File: src/design/pfst_pkg.sv
// ----------------------------------------------------------------------------
// pfst_pkg
// Shared constants, types and saturation helpers of the pairwise Fst block.
// ----------------------------------------------------------------------------
package pfst_pkg;

   localparam int COUNT_BITS = 16;
   localparam int FRAC_BITS  = 16;
   localparam int IFRAC      = 28;
   localparam int FSHIFT     = IFRAC - FRAC_BITS;

   localparam logic [63:0] ONE_Q   = 64'd1 << IFRAC;
   localparam logic [63:0] MAG_MAX = 64'h7FFF_FFFF_FFFF_FFFF;

   localparam logic signed [63:0] MAX40 = 64'sh0000_007F_FFFF_FFFF;
   localparam logic signed [63:0] MIN40 = -MAX40 - 64'sd1;
   localparam logic signed [63:0] MAX56 = 64'sh007F_FFFF_FFFF_FFFF;
   localparam logic signed [63:0] MIN56 = -MAX56 - 64'sd1;
   localparam logic [63:0] LIM40 = 64'h0000_0080_0000_0000;
   localparam logic [63:0] LIM32 = 64'h0000_0000_8000_0000;

   // register indexes
   localparam logic CSR_PER_LOCUS = 1'b0;
   localparam logic CSR_SPLIT     = 1'b1;

   // request to the shared multiply-divide unit
   typedef struct packed {
      logic        start;
      logic [63:0] x;
      logic [63:0] y;
      logic [63:0] d;
   } md_req_type;

   typedef struct packed {
      logic        done;
      logic [63:0] q;
   } md_rsp_type;

   // sequencer operations, in issue order
   typedef enum logic [4:0] {
      OP_PA, OP_PB, OP_PBAR, OP_HA, OP_HB, OP_HBAR, OP_SQ, OP_S2A, OP_S2B,
      OP_PQ, OP_U, OP_A1, OP_A2, OP_HT, OP_B, OP_RL, OP_RT
   } op_type;

   function automatic logic [63:0] mag64(input logic signed [63:0] v);
      mag64 = v[63] ? 64'(-v) : 64'(v);
   endfunction

   function automatic logic signed [39:0] sat40(input logic signed [63:0] v);
      if (v > MAX40) sat40 = MAX40[39:0];
      else if (v < MIN40) sat40 = MIN40[39:0];
      else sat40 = v[39:0];
   endfunction

   function automatic logic signed [55:0] sat56(input logic signed [63:0] v);
      if (v > MAX56) sat56 = MAX56[55:0];
      else if (v < MIN56) sat56 = MIN56[55:0];
      else sat56 = v[55:0];
   endfunction

   // signed quotient from magnitude, saturated to 40 bits
   function automatic logic signed [39:0] ratio40(input logic [63:0] q, input logic neg);
      logic [63:0] nq;
      nq = -q;
      if (!neg) ratio40 = (q >= LIM40) ? MAX40[39:0] : q[39:0];
      else ratio40 = (q > LIM40) ? MIN40[39:0] : nq[39:0];
   endfunction

   function automatic logic signed [31:0] ratio32(input logic [63:0] q, input logic neg);
      logic [63:0] nq;
      nq = -q;
      if (!neg) ratio32 = (q >= LIM32) ? 32'sh7FFF_FFFF : q[31:0];
      else ratio32 = (q > LIM32) ? 32'sh8000_0000 : nq[31:0];
   endfunction

endpackage

File: src/design/pfst_muldiv.sv
// ----------------------------------------------------------------------------
// pfst_muldiv
// Shared unit: floor(x*y/d) saturated to 2^63-1, one bit per cycle
// (shift-add multiply, then restoring divide).
// ----------------------------------------------------------------------------
module pfst_muldiv
   import pfst_pkg::*;
(
   input  logic       clock,
   input  logic       reset,
   input  md_req_type req,
   output md_rsp_type rsp
);

   typedef enum logic [2:0] {
      MD_IDLE = 3'b001,
      MD_MUL  = 3'b010,
      MD_DIV  = 3'b100
   } md_state_type;

   md_state_type state_ff, state_in;
   logic [63:0]  x_ff, x_in, y_ff, y_in, d_ff, d_in;
   logic [127:0] prod_ff, prod_in;
   logic [63:0]  rem_ff, rem_in, q_ff, q_in, res_ff, res_in;
   logic         ovf_ff, ovf_in, done_ff, done_in;
   logic [6:0]   cnt_ff, cnt_in;
   logic [63:0]  rsh;
   logic         take, ovf_all;

   // one divide step
   always_comb begin
      rsh     = {rem_ff[62:0], prod_ff[127]};
      take    = rem_ff[63] || (rsh >= d_ff);
      ovf_all = ovf_ff | q_ff[63];
   end

   always_comb begin
      state_in = state_ff;
      x_in     = x_ff;
      y_in     = y_ff;
      d_in     = d_ff;
      prod_in  = prod_ff;
      rem_in   = rem_ff;
      q_in     = q_ff;
      res_in   = res_ff;
      ovf_in   = ovf_ff;
      cnt_in   = cnt_ff;
      done_in  = 1'b0;
      case (state_ff)
         MD_IDLE: begin
            if (req.start) begin
               x_in    = req.x;
               y_in    = req.y;
               d_in    = req.d;
               prod_in = '0;
               rem_in  = '0;
               q_in    = '0;
               ovf_in  = 1'b0;
               cnt_in  = 7'd63;
               if (req.d == '0) begin
                  // zero divisor: saturate unless the product is zero
                  res_in  = (req.x == '0 || req.y == '0) ? '0 : MAG_MAX;
                  done_in = 1'b1;
               end else begin
                  state_in = MD_MUL;
               end
            end
         end
         MD_MUL: begin
            prod_in = (prod_ff << 1) + (y_ff[63] ? {64'd0, x_ff} : 128'd0);
            y_in    = y_ff << 1;
            if (cnt_ff == '0) begin
               cnt_in   = 7'd127;
               state_in = MD_DIV;
            end else begin
               cnt_in = cnt_ff - 7'd1;
            end
         end
         MD_DIV: begin
            prod_in = prod_ff << 1;
            rem_in  = take ? (rsh - d_ff) : rsh;
            q_in    = {q_ff[62:0], take};
            ovf_in  = ovf_all;
            if (cnt_ff == '0) begin
               res_in   = (ovf_all || q_ff[62]) ? MAG_MAX : {q_ff[62:0], take};
               done_in  = 1'b1;
               state_in = MD_IDLE;
            end else begin
               cnt_in = cnt_ff - 7'd1;
            end
         end
         default: state_in = MD_IDLE;
      endcase
   end

   always_ff @(posedge clock) begin
      if (reset) begin
         state_ff <= MD_IDLE;
         done_ff  <= 1'b0;
      end else begin
         state_ff <= state_in;
         done_ff  <= done_in;
      end
      x_ff    <= x_in;
      y_ff    <= y_in;
      d_ff    <= d_in;
      prod_ff <= prod_in;
      rem_ff  <= rem_in;
      q_ff    <= q_in;
      res_ff  <= res_in;
      ovf_ff  <= ovf_in;
      cnt_ff  <= cnt_in;
   end

   assign rsp.done = done_ff;
   assign rsp.q    = res_ff;

endmodule

File: src/design/pairwise_fst_wc84_accumulator_core.sv
// Work: a defined locus takes 15 to 16 unit operations, plus one more operation on a
// last locus whose denominator sum is nonzero; an undefined locus takes only that one,
// if any. Throughput: one item at a time, set by the single bit-serial
// multiply-divide unit. Reset: sums cleared, per_locus_results 1, split_num_den 0.
// ----------------------------------------------------------------------------
// pairwise_fst_wc84_accumulator_core
// Weir-Cockerham Fst for one population pair: variance components per locus
// through a shared multiply-divide unit, running sums and a total on last locus.
// ----------------------------------------------------------------------------
module pairwise_fst_wc84_accumulator_core
   import pfst_pkg::*;
(
   input  logic               clock,
   input  logic               reset,
   input  logic               req_valid,
   output logic               req_ready,
   input  logic [15:0]        req_count_a,
   input  logic [15:0]        req_count_b,
   input  logic [16:0]        req_freq_a,
   input  logic [16:0]        req_freq_b,
   input  logic [16:0]        req_het_a,
   input  logic [16:0]        req_het_b,
   input  logic               req_last_locus,
   output logic               rsp_valid,
   input  logic               rsp_ready,
   output logic signed [39:0] rsp_locus_first,
   output logic signed [39:0] rsp_locus_second,
   output logic               rsp_locus_valid,
   output logic signed [31:0] rsp_total_fst,
   output logic               rsp_total_valid,
   output logic               rsp_last,
   input  logic               csr_valid,
   output logic               csr_ready,
   input  logic [0:0]         csr_index,
   input  logic [0:0]         csr_wdata
);

   typedef enum logic [6:0] {
      ST_IDLE  = 7'b0000001,
      ST_ISSUE = 7'b0000010,
      ST_WAIT  = 7'b0000100,
      ST_DEN   = 7'b0001000,
      ST_SUM   = 7'b0010000,
      ST_TOT   = 7'b0100000,
      ST_DONE  = 7'b1000000
   } state_type;

   state_type state_ff, state_in;
   op_type    op_ff, op_in;

   logic                    per_locus_ff, split_ff;
   logic [COUNT_BITS-1:0]   ca_ff, ca_in, cb_ff, cb_in;
   logic [COUNT_BITS:0]     t_ff, t_in;
   logic [FRAC_BITS:0]      pa_ff, pa_in, pb_ff, pb_in, ha_ff, ha_in, hb_ff, hb_in;
   logic                    last_ff, last_in;
   logic [63:0]             acc_ff, acc_in, pbar_ff, pbar_in, hbar_ff, hbar_in;
   logic [63:0]             s2_ff, s2_in;
   logic signed [63:0]      pq_ff, pq_in;
   logic signed [39:0]      a_ff, a_in, b_ff, b_in, den_ff, den_in;
   logic signed [55:0]      nsum_ff, nsum_in, dsum_ff, dsum_in;
   logic signed [39:0]      first_ff, first_in, second_ff, second_in;
   logic                    lvalid_ff, lvalid_in, tvalid_ff, tvalid_in;
   logic signed [31:0]      total_ff, total_in;

   logic                    rsp_valid_ff, rsp_valid_in;
   logic signed [39:0]      rsp_first_ff, rsp_first_in, rsp_second_ff, rsp_second_in;
   logic                    rsp_lvalid_ff, rsp_lvalid_in;
   logic signed [31:0]      rsp_total_ff, rsp_total_in;
   logic                    rsp_tvalid_ff, rsp_tvalid_in, rsp_last_ff, rsp_last_in;

   md_req_type              md_req;
   md_rsp_type              md_rsp;

   logic [63:0]             ca64, cb64, t64, pa64, pb64, ha64, hb64, dm;
   logic signed [63:0]      one_m_pbar, u_s, v_s, a_ext, b_ext, den_ext;
   logic signed [63:0]      nsum_ext, dsum_ext, res_s, acc_s;
   logic [63:0]             md_x, md_y, md_d;
   logic                    op_neg, accept, locus_ok;
   logic [COUNT_BITS:0]     t_req;

   // ---- operand forming ----
   always_comb begin
      ca64       = 64'(ca_ff);
      cb64       = 64'(cb_ff);
      t64        = 64'(t_ff);
      pa64       = 64'(pa_ff) << FSHIFT;
      pb64       = 64'(pb_ff) << FSHIFT;
      ha64       = 64'(ha_ff) << FSHIFT;
      hb64       = 64'(hb_ff) << FSHIFT;
      dm         = (pa64 >= pb64) ? (pa64 - pb64) : (pb64 - pa64);
      one_m_pbar = $signed(ONE_Q - pbar_ff);
      u_s        = pq_ff - $signed(s2_ff >> 1) - $signed(hbar_ff >> 2);
      v_s        = pq_ff - $signed(s2_ff >> 1) - $signed(acc_ff);
      acc_s      = $signed(acc_ff);
      a_ext      = 64'(a_ff);
      b_ext      = 64'(b_ff);
      den_ext    = 64'(den_ff);
      nsum_ext   = 64'(nsum_ff);
      dsum_ext   = 64'(dsum_ff);
   end

   // ---- operand select per operation ----
   always_comb begin
      md_x   = '0;
      md_y   = 64'd1;
      md_d   = 64'd1;
      op_neg = 1'b0;
      case (op_ff)
         OP_PA:   begin md_x = pa64; md_y = ca64; end
         OP_PB:   begin md_x = pb64; md_y = cb64; end
         OP_PBAR: begin md_x = acc_ff; md_d = t64; end
         OP_HA:   begin md_x = ha64; md_y = ca64; end
         OP_HB:   begin md_x = hb64; md_y = cb64; end
         OP_HBAR: begin md_x = acc_ff; md_d = t64; end
         OP_SQ:   begin md_x = dm; md_y = dm; end
         OP_S2A:  begin md_x = acc_ff; md_y = ca64 << 1; md_d = t64; end
         OP_S2B:  begin md_x = acc_ff; md_y = cb64; md_d = t64; end
         OP_PQ: begin
            md_x = mag64(one_m_pbar); md_y = pbar_ff; md_d = ONE_Q;
            op_neg = one_m_pbar[63];
         end
         OP_U: begin
            md_x = mag64(u_s); md_y = 64'd4; md_d = t64 - 64'd4; op_neg = u_s[63];
         end
         OP_A1: begin
            md_x = mag64(acc_s); md_y = t64; md_d = cb64 << 2; op_neg = acc_s[63];
         end
         OP_A2: begin
            md_x = mag64(acc_s); md_y = t64; md_d = ca64; op_neg = acc_s[63];
         end
         OP_HT: begin md_x = hbar_ff; md_y = t64 - 64'd2; md_d = t64 << 1; end
         OP_B: begin
            md_x = mag64(v_s); md_y = t64; md_d = t64 - 64'd4; op_neg = v_s[63];
         end
         OP_RL: begin
            md_x = mag64(a_ext); md_y = ONE_Q; md_d = mag64(den_ext);
            op_neg = a_ff[39] ^ den_ff[39];
         end
         OP_RT: begin
            md_x = mag64(nsum_ext); md_y = ONE_Q; md_d = mag64(dsum_ext);
            op_neg = nsum_ff[55] ^ dsum_ff[55];
         end
         default: md_x = '0;
      endcase
   end

   assign md_req.start = (state_ff == ST_ISSUE);
   assign md_req.x     = md_x;
   assign md_req.y     = md_y;
   assign md_req.d     = md_d;

   pfst_muldiv u_muldiv (
      .clock (clock),
      .reset (reset),
      .req   (md_req),
      .rsp   (md_rsp)
   );

   assign res_s   = op_neg ? $signed(-md_rsp.q) : $signed(md_rsp.q);
   assign accept  = req_valid && req_ready;
   assign t_req   = {1'b0, req_count_a[COUNT_BITS-1:0]} + {1'b0, req_count_b[COUNT_BITS-1:0]};
   assign locus_ok = (req_count_a[COUNT_BITS-1:0] != '0) && (req_count_b[COUNT_BITS-1:0] != '0)
                     && (t_req > (COUNT_BITS+1)'(4));

   // ---- sequencer ----
   always_comb begin
      state_in  = state_ff;
      op_in     = op_ff;
      ca_in     = ca_ff;
      cb_in     = cb_ff;
      t_in      = t_ff;
      pa_in     = pa_ff;
      pb_in     = pb_ff;
      ha_in     = ha_ff;
      hb_in     = hb_ff;
      last_in   = last_ff;
      acc_in    = acc_ff;
      pbar_in   = pbar_ff;
      hbar_in   = hbar_ff;
      s2_in     = s2_ff;
      pq_in     = pq_ff;
      a_in      = a_ff;
      b_in      = b_ff;
      den_in    = den_ff;
      nsum_in   = nsum_ff;
      dsum_in   = dsum_ff;
      first_in  = first_ff;
      second_in = second_ff;
      lvalid_in = lvalid_ff;
      total_in  = total_ff;
      tvalid_in = tvalid_ff;
      rsp_valid_in  = rsp_valid_ff && !rsp_ready;
      rsp_first_in  = rsp_first_ff;
      rsp_second_in = rsp_second_ff;
      rsp_lvalid_in = rsp_lvalid_ff;
      rsp_total_in  = rsp_total_ff;
      rsp_tvalid_in = rsp_tvalid_ff;
      rsp_last_in   = rsp_last_ff;
      case (state_ff)
         ST_IDLE: begin
            if (accept) begin
               ca_in     = req_count_a[COUNT_BITS-1:0];
               cb_in     = req_count_b[COUNT_BITS-1:0];
               t_in      = t_req;
               pa_in     = req_freq_a[FRAC_BITS:0];
               pb_in     = req_freq_b[FRAC_BITS:0];
               ha_in     = req_het_a[FRAC_BITS:0];
               hb_in     = req_het_b[FRAC_BITS:0];
               last_in   = req_last_locus;
               first_in  = '0;
               second_in = '0;
               lvalid_in = 1'b0;
               total_in  = '0;
               tvalid_in = 1'b0;
               op_in     = OP_PA;
               state_in  = locus_ok ? ST_ISSUE : ST_TOT;
            end
         end
         ST_ISSUE: state_in = ST_WAIT;
         ST_WAIT: begin
            if (md_rsp.done) begin
               state_in = ST_ISSUE;
               case (op_ff)
                  OP_PA:   begin acc_in = md_rsp.q; op_in = OP_PB; end
                  OP_PB:   begin acc_in = acc_ff + md_rsp.q; op_in = OP_PBAR; end
                  OP_PBAR: begin pbar_in = md_rsp.q; op_in = OP_HA; end
                  OP_HA:   begin acc_in = md_rsp.q; op_in = OP_HB; end
                  OP_HB:   begin acc_in = acc_ff + md_rsp.q; op_in = OP_HBAR; end
                  OP_HBAR: begin hbar_in = md_rsp.q; op_in = OP_SQ; end
                  OP_SQ:   begin acc_in = md_rsp.q; op_in = OP_S2A; end
                  OP_S2A:  begin acc_in = md_rsp.q; op_in = OP_S2B; end
                  OP_S2B:  begin s2_in = md_rsp.q >> IFRAC; op_in = OP_PQ; end
                  OP_PQ:   begin pq_in = res_s; op_in = OP_U; end
                  OP_U:    begin acc_in = 64'($signed(s2_ff) - res_s); op_in = OP_A1; end
                  OP_A1:   begin acc_in = 64'(res_s); op_in = OP_A2; end
                  OP_A2:   begin a_in = sat40(res_s); op_in = OP_HT; end
                  OP_HT:   begin acc_in = md_rsp.q; op_in = OP_B; end
                  OP_B: begin
                     b_in     = sat40(res_s);
                     state_in = ST_DEN;
                  end
                  OP_RL: begin
                     first_in = ratio40(md_rsp.q, op_neg);
                     state_in = ST_TOT;
                  end
                  OP_RT: begin
                     total_in  = ratio32(md_rsp.q, op_neg);
                     tvalid_in = 1'b1;
                     nsum_in   = '0;
                     dsum_in   = '0;
                     state_in  = ST_DONE;
                  end
                  default: state_in = ST_IDLE;
               endcase
            end
         end
         // denominator a+b+c and numerator sum
         ST_DEN: begin
            den_in   = sat40(a_ext + b_ext + $signed(hbar_ff >> 1));
            nsum_in  = sat56(nsum_ext + a_ext);
            state_in = ST_SUM;
         end
         // denominator sum and per-locus fields
         ST_SUM: begin
            dsum_in   = sat56(dsum_ext + den_ext);
            lvalid_in = per_locus_ff;
            state_in  = ST_TOT;
            if (per_locus_ff) begin
               if (split_ff) begin
                  first_in  = a_ff;
                  second_in = den_ff;
               end else if (den_ff == '0) begin
                  if (a_ff == '0) first_in = '0;
                  else if (a_ff[39]) first_in = MIN40[39:0];
                  else first_in = MAX40[39:0];
               end else begin
                  op_in    = OP_RL;
                  state_in = ST_ISSUE;
               end
            end
         end
         ST_TOT: begin
            state_in = ST_DONE;
            if (last_ff) begin
               if (dsum_ff != '0) begin
                  op_in    = OP_RT;
                  state_in = ST_ISSUE;
               end else begin
                  nsum_in = '0;
                  dsum_in = '0;
               end
            end
         end
         // hand the item to the output register once it is free
         ST_DONE: begin
            if (!rsp_valid_ff || rsp_ready) begin
               rsp_valid_in  = 1'b1;
               rsp_first_in  = first_ff;
               rsp_second_in = second_ff;
               rsp_lvalid_in = lvalid_ff;
               rsp_total_in  = total_ff;
               rsp_tvalid_in = tvalid_ff;
               rsp_last_in   = last_ff;
               state_in      = ST_IDLE;
            end
         end
         default: state_in = ST_IDLE;
      endcase
   end

   always_ff @(posedge clock) begin
      if (reset) begin
         state_ff     <= ST_IDLE;
         op_ff        <= OP_PA;
         rsp_valid_ff <= 1'b0;
         per_locus_ff <= 1'b1;
         split_ff     <= 1'b0;
         nsum_ff      <= '0;
         dsum_ff      <= '0;
      end else begin
         state_ff     <= state_in;
         op_ff        <= op_in;
         rsp_valid_ff <= rsp_valid_in;
         nsum_ff      <= nsum_in;
         dsum_ff      <= dsum_in;
         if (csr_valid && csr_ready) begin
            if (csr_index[0] == CSR_PER_LOCUS) per_locus_ff <= csr_wdata[0];
            else if (csr_index[0] == CSR_SPLIT) split_ff <= csr_wdata[0];
         end
      end
      ca_ff     <= ca_in;
      cb_ff     <= cb_in;
      t_ff      <= t_in;
      pa_ff     <= pa_in;
      pb_ff     <= pb_in;
      ha_ff     <= ha_in;
      hb_ff     <= hb_in;
      last_ff   <= last_in;
      acc_ff    <= acc_in;
      pbar_ff   <= pbar_in;
      hbar_ff   <= hbar_in;
      s2_ff     <= s2_in;
      pq_ff     <= pq_in;
      a_ff      <= a_in;
      b_ff      <= b_in;
      den_ff    <= den_in;
      first_ff  <= first_in;
      second_ff <= second_in;
      lvalid_ff <= lvalid_in;
      total_ff  <= total_in;
      tvalid_ff <= tvalid_in;
      rsp_first_ff  <= rsp_first_in;
      rsp_second_ff <= rsp_second_in;
      rsp_lvalid_ff <= rsp_lvalid_in;
      rsp_total_ff  <= rsp_total_in;
      rsp_tvalid_ff <= rsp_tvalid_in;
      rsp_last_ff   <= rsp_last_in;
   end

   assign req_ready        = (state_ff == ST_IDLE);
   assign csr_ready        = 1'b1;
   assign rsp_valid        = rsp_valid_ff;
   assign rsp_locus_first  = rsp_first_ff;
   assign rsp_locus_second = rsp_second_ff;
   assign rsp_locus_valid  = rsp_lvalid_ff;
   assign rsp_total_fst    = rsp_total_ff;
   assign rsp_total_valid  = rsp_tvalid_ff;
   assign rsp_last         = rsp_last_ff;

endmodule

File: config.mk
export PLATFORM = sky130hd
export DESIGN_NAME = pairwise_fst_wc84_accumulator_core
export DESIGN_NICKNAME = d
export VERILOG_FILES = /design/src/design/pfst_pkg.sv /design/src/design/pfst_muldiv.sv /design/src/design/pairwise_fst_wc84_accumulator_core.sv
export SDC_FILE = /design/constraint.sdc
export NUM_CORES = 2
export LEC_CHECK = 0
export BUFFER_PORTS_ARGS = -buffer_cell sky130_fd_sc_hd__buf_4
export CELL_PAD_IN_SITES_DETAIL_PLACEMENT = 1
export CELL_PAD_IN_SITES_GLOBAL_PLACEMENT = 1
export CORE_MARGIN = 2
export CORE_UTILIZATION = 40
export DETAILED_ROUTE_END_ITERATION = 7
export PLACE_DENSITY_LB_ADDON = 0.1
export SLEW_MARGIN = 20
export SYNTH_ARGS = -nofsm -noshare
export SYNTH_HDL_FRONTEND = slang
export SYNTH_SLANG_ARGS = --single-unit
File: constraint.sdc
create_clock -name clock -period 15.2 [get_ports clock]
set_input_delay 0.76 -clock clock [delete_from_list [all_inputs] [get_ports clock]]
set_output_delay 0.76 -clock clock [all_outputs]
set_load 0.1 [all_outputs]
# After elaboration in Yosys (flattened, before gate mapping)

Index checks and enable logic that the tools add are counted.

Flip-flop bits (word level): 1410
Input port bits: 108
Logic and storage cells: 310

Add/sub/neg operators: 27
$lt $le $gt $ge: 15
Eq/ne operators: 46
Mux-type cells: 107
Bitwise logic cells: 4
Reduce and logical (&&, ||, !) cells: 66

Operator list:

| cell                   | count |
|---|---|
| $mux W64               | 18 |
| $pmux W64 S13          | 1 |
| $mux W40               | 16 |
| $pmux W64 S9           | 1 |
| $pmux W64 S2           | 4 |
| $pmux W64 S8           | 1 |
| $mux W56               | 8 |
| $pmux W128 S3          | 1 |
| $pmux W56 S3           | 2 |
| $neg A64 Y64           | 5 |
| $pmux W64 S4           | 1 |
| $gt A64 B40 Y1 const B | 3 |
| $logic_not A64 Y1      | 3 |
| $mux W32               | 6 |
| $add A128 B128 Y128    | 1 |
| $lt A64 B40 Y1 const B | 2 |
| $mux W128              | 1 |
| $neg A40 Y64           | 2 |
| $neg A56 Y64           | 2 |
| $sub A64 B64 Y64       | 2 |
| $pmux W40 S3           | 1 |
| $add A56 B40 Y57       | 2 |
| $gt A57 B56 Y1 const B | 2 |
| $lt A57 B56 Y1 const B | 2 |
| other kinds (78)       | 178 |

# Depth between registers and ports, before layout

Word-level depth: 11
Depth in mapped cells: 51

# Modules after synthesis

From an unflattened synthesis, not the netlist that was laid out.

Cells, all modules: 12164
Area, all modules: 109204.7 um^2

By module, submodules not included:

| module                             | instances | cells each | area each (um^2) |
|---|---|---|---|
| pairwise_fst_wc84_accumulator_core | 1         | 9148       | 79067.1 |
| pfst_muldiv                        | 1         | 3016       | 30137.7 |

# Least setup slack after synthesis

No wires, ideal clock.

Path type: register -> register
Start point: register s2_ff[3]
End point: register acc_ff[41], data pin
Library setup time: 0.271 ns
Arrival time: 10.031 ns
Data required time: 14.929 ns
Setup slack: 4.897 ns
Cell stages (with the launch flop): 48
Path buffers: 7
Period minus slack after synthesis: 10.303 ns
Cell sequence: edfxtp_1 inv_1 ha_1 nor2b_1 o31a_1 o31ai_1 a21oi_1 a22o_1 a31oi_1 o21bai_1 a21oi_1 nor2b_1 o21a_1 o21ai_0 nand2b_1 a21oi_1 xnor2_1 ha_1 [... 12 more ...] clkbuf_1 clkbuf_1 mux2i_1 ha_1 a21o_1 o2111ai_1 mux2_2 and4_1 maj3_1 a2111oi_2 o311ai_0 nand2_1 a21oi_1 o31a_1 buf_4 nor3_1 xor2_1 o21ai_0

Word-level cells in the longest chain between the ends: 6
Elaborated cells between the ends (all ways): 7
Classes of those cells: add/sub: 4; mux: 3

Ends and longest elaborated chain:

| item                                                 | RTL line                                                                           | RTL |
|---|---|---|
| start: declaration                                   | pairwise_fst_wc84_accumulator_core.sv:57                                           | `logic [63:0] s2_ff, s2_in;` |
| start signal: assignment                             | pairwise_fst_wc84_accumulator_core.sv:342                                          | `s2_ff <= s2_in;` |
| $sub A64 B36 Y64                                     | pairwise_fst_wc84_accumulator_core.sv:92, pairwise_fst_wc84_accumulator_core.sv:93 |  |
| $sub A64 B64 Y64 or $sub A64 B63 Y64 (tied branches) | pairwise_fst_wc84_accumulator_core.sv:93, pairwise_fst_wc84_accumulator_core.sv:92 |  |
| $pmux W1 S6                                          | pairwise_fst_wc84_accumulator_core.sv:108                                          | `case (op_ff)` |
| $mux W64                                             | pairwise_fst_wc84_accumulator_core.sv:159                                          | `assign res_s = op_neg ? $signed(-md_rsp.q) : $signed(md_rsp.q);` |
| $sub A37 B64 Y64                                     | pairwise_fst_wc84_accumulator_core.sv:234                                          | `OP_U: begin acc_in = 64'($signed(s2_ff) - res_s); op_in = OP_A1; end` |
| $pmux W64 S4 (*)                                     | pairwise_fst_wc84_accumulator_core.sv:223                                          | `case (op_ff)` |
| end signal: assignment                               | pairwise_fst_wc84_accumulator_core.sv:339                                          | `acc_ff <= acc_in;` |
| end: declaration                                     | pairwise_fst_wc84_accumulator_core.sv:56                                           | `logic [63:0] acc_ff, acc_in, pbar_ff, pbar_in, hbar_ff, hbar_in;` |

Every way passes the cells marked *; elsewhere a longest branch is shown, timed or not.
A chain may end at the register's enable or synchronous reset.

# Worst setup path in the final report

Start point: register s2_ff[3]
End point: register acc_ff[47], data pin

Same word-level chain as after synthesis.

==> flow_summary.yaml <==
routing:
  dr.max_layer_used: "met5"
  vias_per_cell: 6.42
  drc: 0
  via_count: 102000
  wl_met2_um: 219000
  ant_nets: 0
  drt_first_pass_iters: 6
  dr.first_iter.drc_count: 11400
  met1_length_um: 226000
  routedWlPerCell_um: 32.4
  wl_met3_um: 43800
  routed_wl_um: 513000
yosys:
  synthesis.nets: 12800
  synth-edff-count: 1279
  synthesis.area_um2: 108000
  synthTopCellsByCount: "1279 x edfxtp_1, 1034 x nand2_1, 1010 x a21oi_1"
  synth_top_area_share_pct: 35.6
  yosysUniqueCellTypes: 122
  async_flop_share_pct: 0
  synth_most_common_cell: "edfxtp_1"
  synth.ff_latch_count: 1410
  synth_cells: 12000
  seq_area_frac_synth_pct: 38.0
  yosys-top-cells-area: "edfxtp_1 36%, ha_1 6.9%, xnor2_1 4.9%"
  ys_warn_count: 0
  synth_top_flop_cell: "edfxtp_1"
  avgSynthCellArea_um2: 8.97
  synth_top_area_cell: "edfxtp_1"
cts:
  cts.sinks: 1410
  cts_hold_buf: 1
  cts_resized: 0
  cts_root_buf: "clkbuf_16"
  clk_latency_ns: 0.93
  cts-buffers-inserted: 176
  h-tree-depth: 4
  cts_tree: "done"
  max-clock-path-buffers: 4
  clk_pin_slew_ns: 0.07
  postCtsSetupBuffers: 0
setup_path:
  rrSetupSlack_ns: 2.35
  cp_common_cell: "a21oi_1"
  worst_r2r_path_depth: 40
  rr_endpoint: "acc_ff[47]"
  critPathBufInv: 2
  worstPathMaxFanout: 14
  worst_setup_path_end_kind: "flop"
  cp.depth: 40
  critPathKind: "reg -> reg"
  cp_top_family: "simple AND/OR/NAND/NOR gates"
  cpMaxStageDelayCell: "nor3_1"
  max_stage_delay_ns: 0.76
  cp.required_ns: 15.82
  rr_startpoint: "s2_ff[3]"
  crit_path_start_kind: "flop"
  worstPathArrival_ns: 13.47
floorplanning:
  row_count: 190
  dieArea_um2: 274000
  core_um2: 268000
  die_height_um: 523
  die_w_um: 523
  start_util_pct: 40.2
  ios: 226
sta:
  max_freq_mhz: 77.8
  hold_viol: 0
  setup_viol: 0
  grt_setup_unrepaired: "no"
  relSlewSlack_pct: 3.62
  fin_crit_sh_pct: 84.6
  worst_slew_pin_slew_ns: 1.43
  period_minus_slack_ns: 12.85
  skew_ns: 0.102
  setup_tns_ns: 0
  slew_viol_final: 0
  hold_ws_ns: 0.0752
cells_and_area:
  drive_gt1_share_pct: 7.99
  area.growth.synth_to_final_pct: 11.3
  fin_cells: 15800
  nNetsFinal: 12900
  final_area_um2: 120000
global_routing:
  grt_pass1_wl_um: 728000
  antenna_found_initial: 61
  gr-total-overflow: 0
  grt_pass1_vias: 100000
  grt_max_degree: 95
  globalRouteTotalUtil_pct: 36.4
place:
  numPortBuffers: 224
  gp_congestion: 1.02
  place_hpwl_um: 405000
  place_area_um2: 114000
  dp.cells: 15500
power:
  p_leak_nw: 46.4
  ir_drop_mv: 0.118
  power-per-cell-area_nw_per_um2: 121
  p_total_mw: 14.5
flow_run:
  cap_violations: 0
worst_hold_path:
  worstHoldEndpoint: "pb_ff[7]"
  hold_path_startpoint: "req_freq_b[7]"
  worstHoldPathType: "in -> reg"
  whs_path_depth: 1
run_status:
  outcome: "complete, no violations"
[per-stage QoR]
step,utilization (%),setup WS (ns)
floorplan,-,4.90
detailed placement,42.6,2.66
CTS,44.7,2.59
global route,44.7,1.72
global placement,42.5,2.68
finish,44.8,2.35
[per-layer routing]
metal	global-route usage (%)	up-vias
met5	0	-
met4	15.0	12
met3	6.08	803
met2	54.8	4385
met1	51.6	51400
li1	-	45000
[layout make-up]
class	instances	area, µm²
sequential	1410	41000
timing repair buffer	470	3560
tap	3552	4440
inverter	550	2070
multi-input combinational	9487	63000
antenna	26	65.1
clock buffer	211	4620
clock inverter	109	1210
fill	30700	148000
[cell families (layout without fill, tap and decap cells)]
| group | count (synthesis) | in the layout | share of synthesized area [%] |
|---|---|---|---|
| simple gates | 3932 | 3932 | 17.9 |
| compound gates | 3776 | 3776 | 22.5 |
| flops | 1410 | 1410 | 38.0 |
| buf+inv | 1126 | 1340 | 3.97 |
| xor+xnor | 1026 | 1026 | 8.56 |
| fa+ha+maj | 692 | 692 | 8.52 |
| mux | 59 | 59 | 0.561 |
| other cells | 2 | 28 | 0.00696 |
[worst max-delay path by stage]
stage | start | to
after detailed placement | s2_ff[3] | acc_ff[57]
final | s2_ff[3] | acc_ff[47]
after global routing | s2_ff[2] | acc_ff[57]
after floorplan | s2_ff[3] | acc_ff[41]
after CTS | s2_ff[3] | acc_ff[57]
after global placement | s2_ff[2] | acc_ff[47]
[state kept, by name, summed over array words and instances, names as in the netlist, 56 cells and up]
signal and count:
nsum_ff 56, dsum_ff 56, u_muldiv.res_ff 64, hbar_ff 64
u_muldiv.rem_ff 64, pq_ff 64, u_muldiv.q_ff 64, pbar_ff 64
u_muldiv.prod_ff 128, acc_ff 64, u_muldiv.x_ff 64, u_muldiv.y_ff 64
u_muldiv.d_ff 64
[where the power goes]
group          leakage, nW  internal (mW)  switching [mW]  total [mW]
registers             12.8           4.91           0.279        5.19
logic                 30.8           1.44            3.52        4.95
clock network         2.82           2.50            1.88        4.38
total                 46.4           8.85            5.68        14.5
[cell usage in the layout, fill, tap and decap left out, types with 323 or more instances in the layout]
master    instances
nor3_1          323
o21ai_0         873
buf_4           466
a21oi_1        1007
a21o_1          370
nand2_1        1024
edfxtp_1       1279
xor2_1          405
xnor2_1         596
nor2_1          963
ha_1            598
inv_1           546
Note: power is estimated with default switching activity, not from simulation.
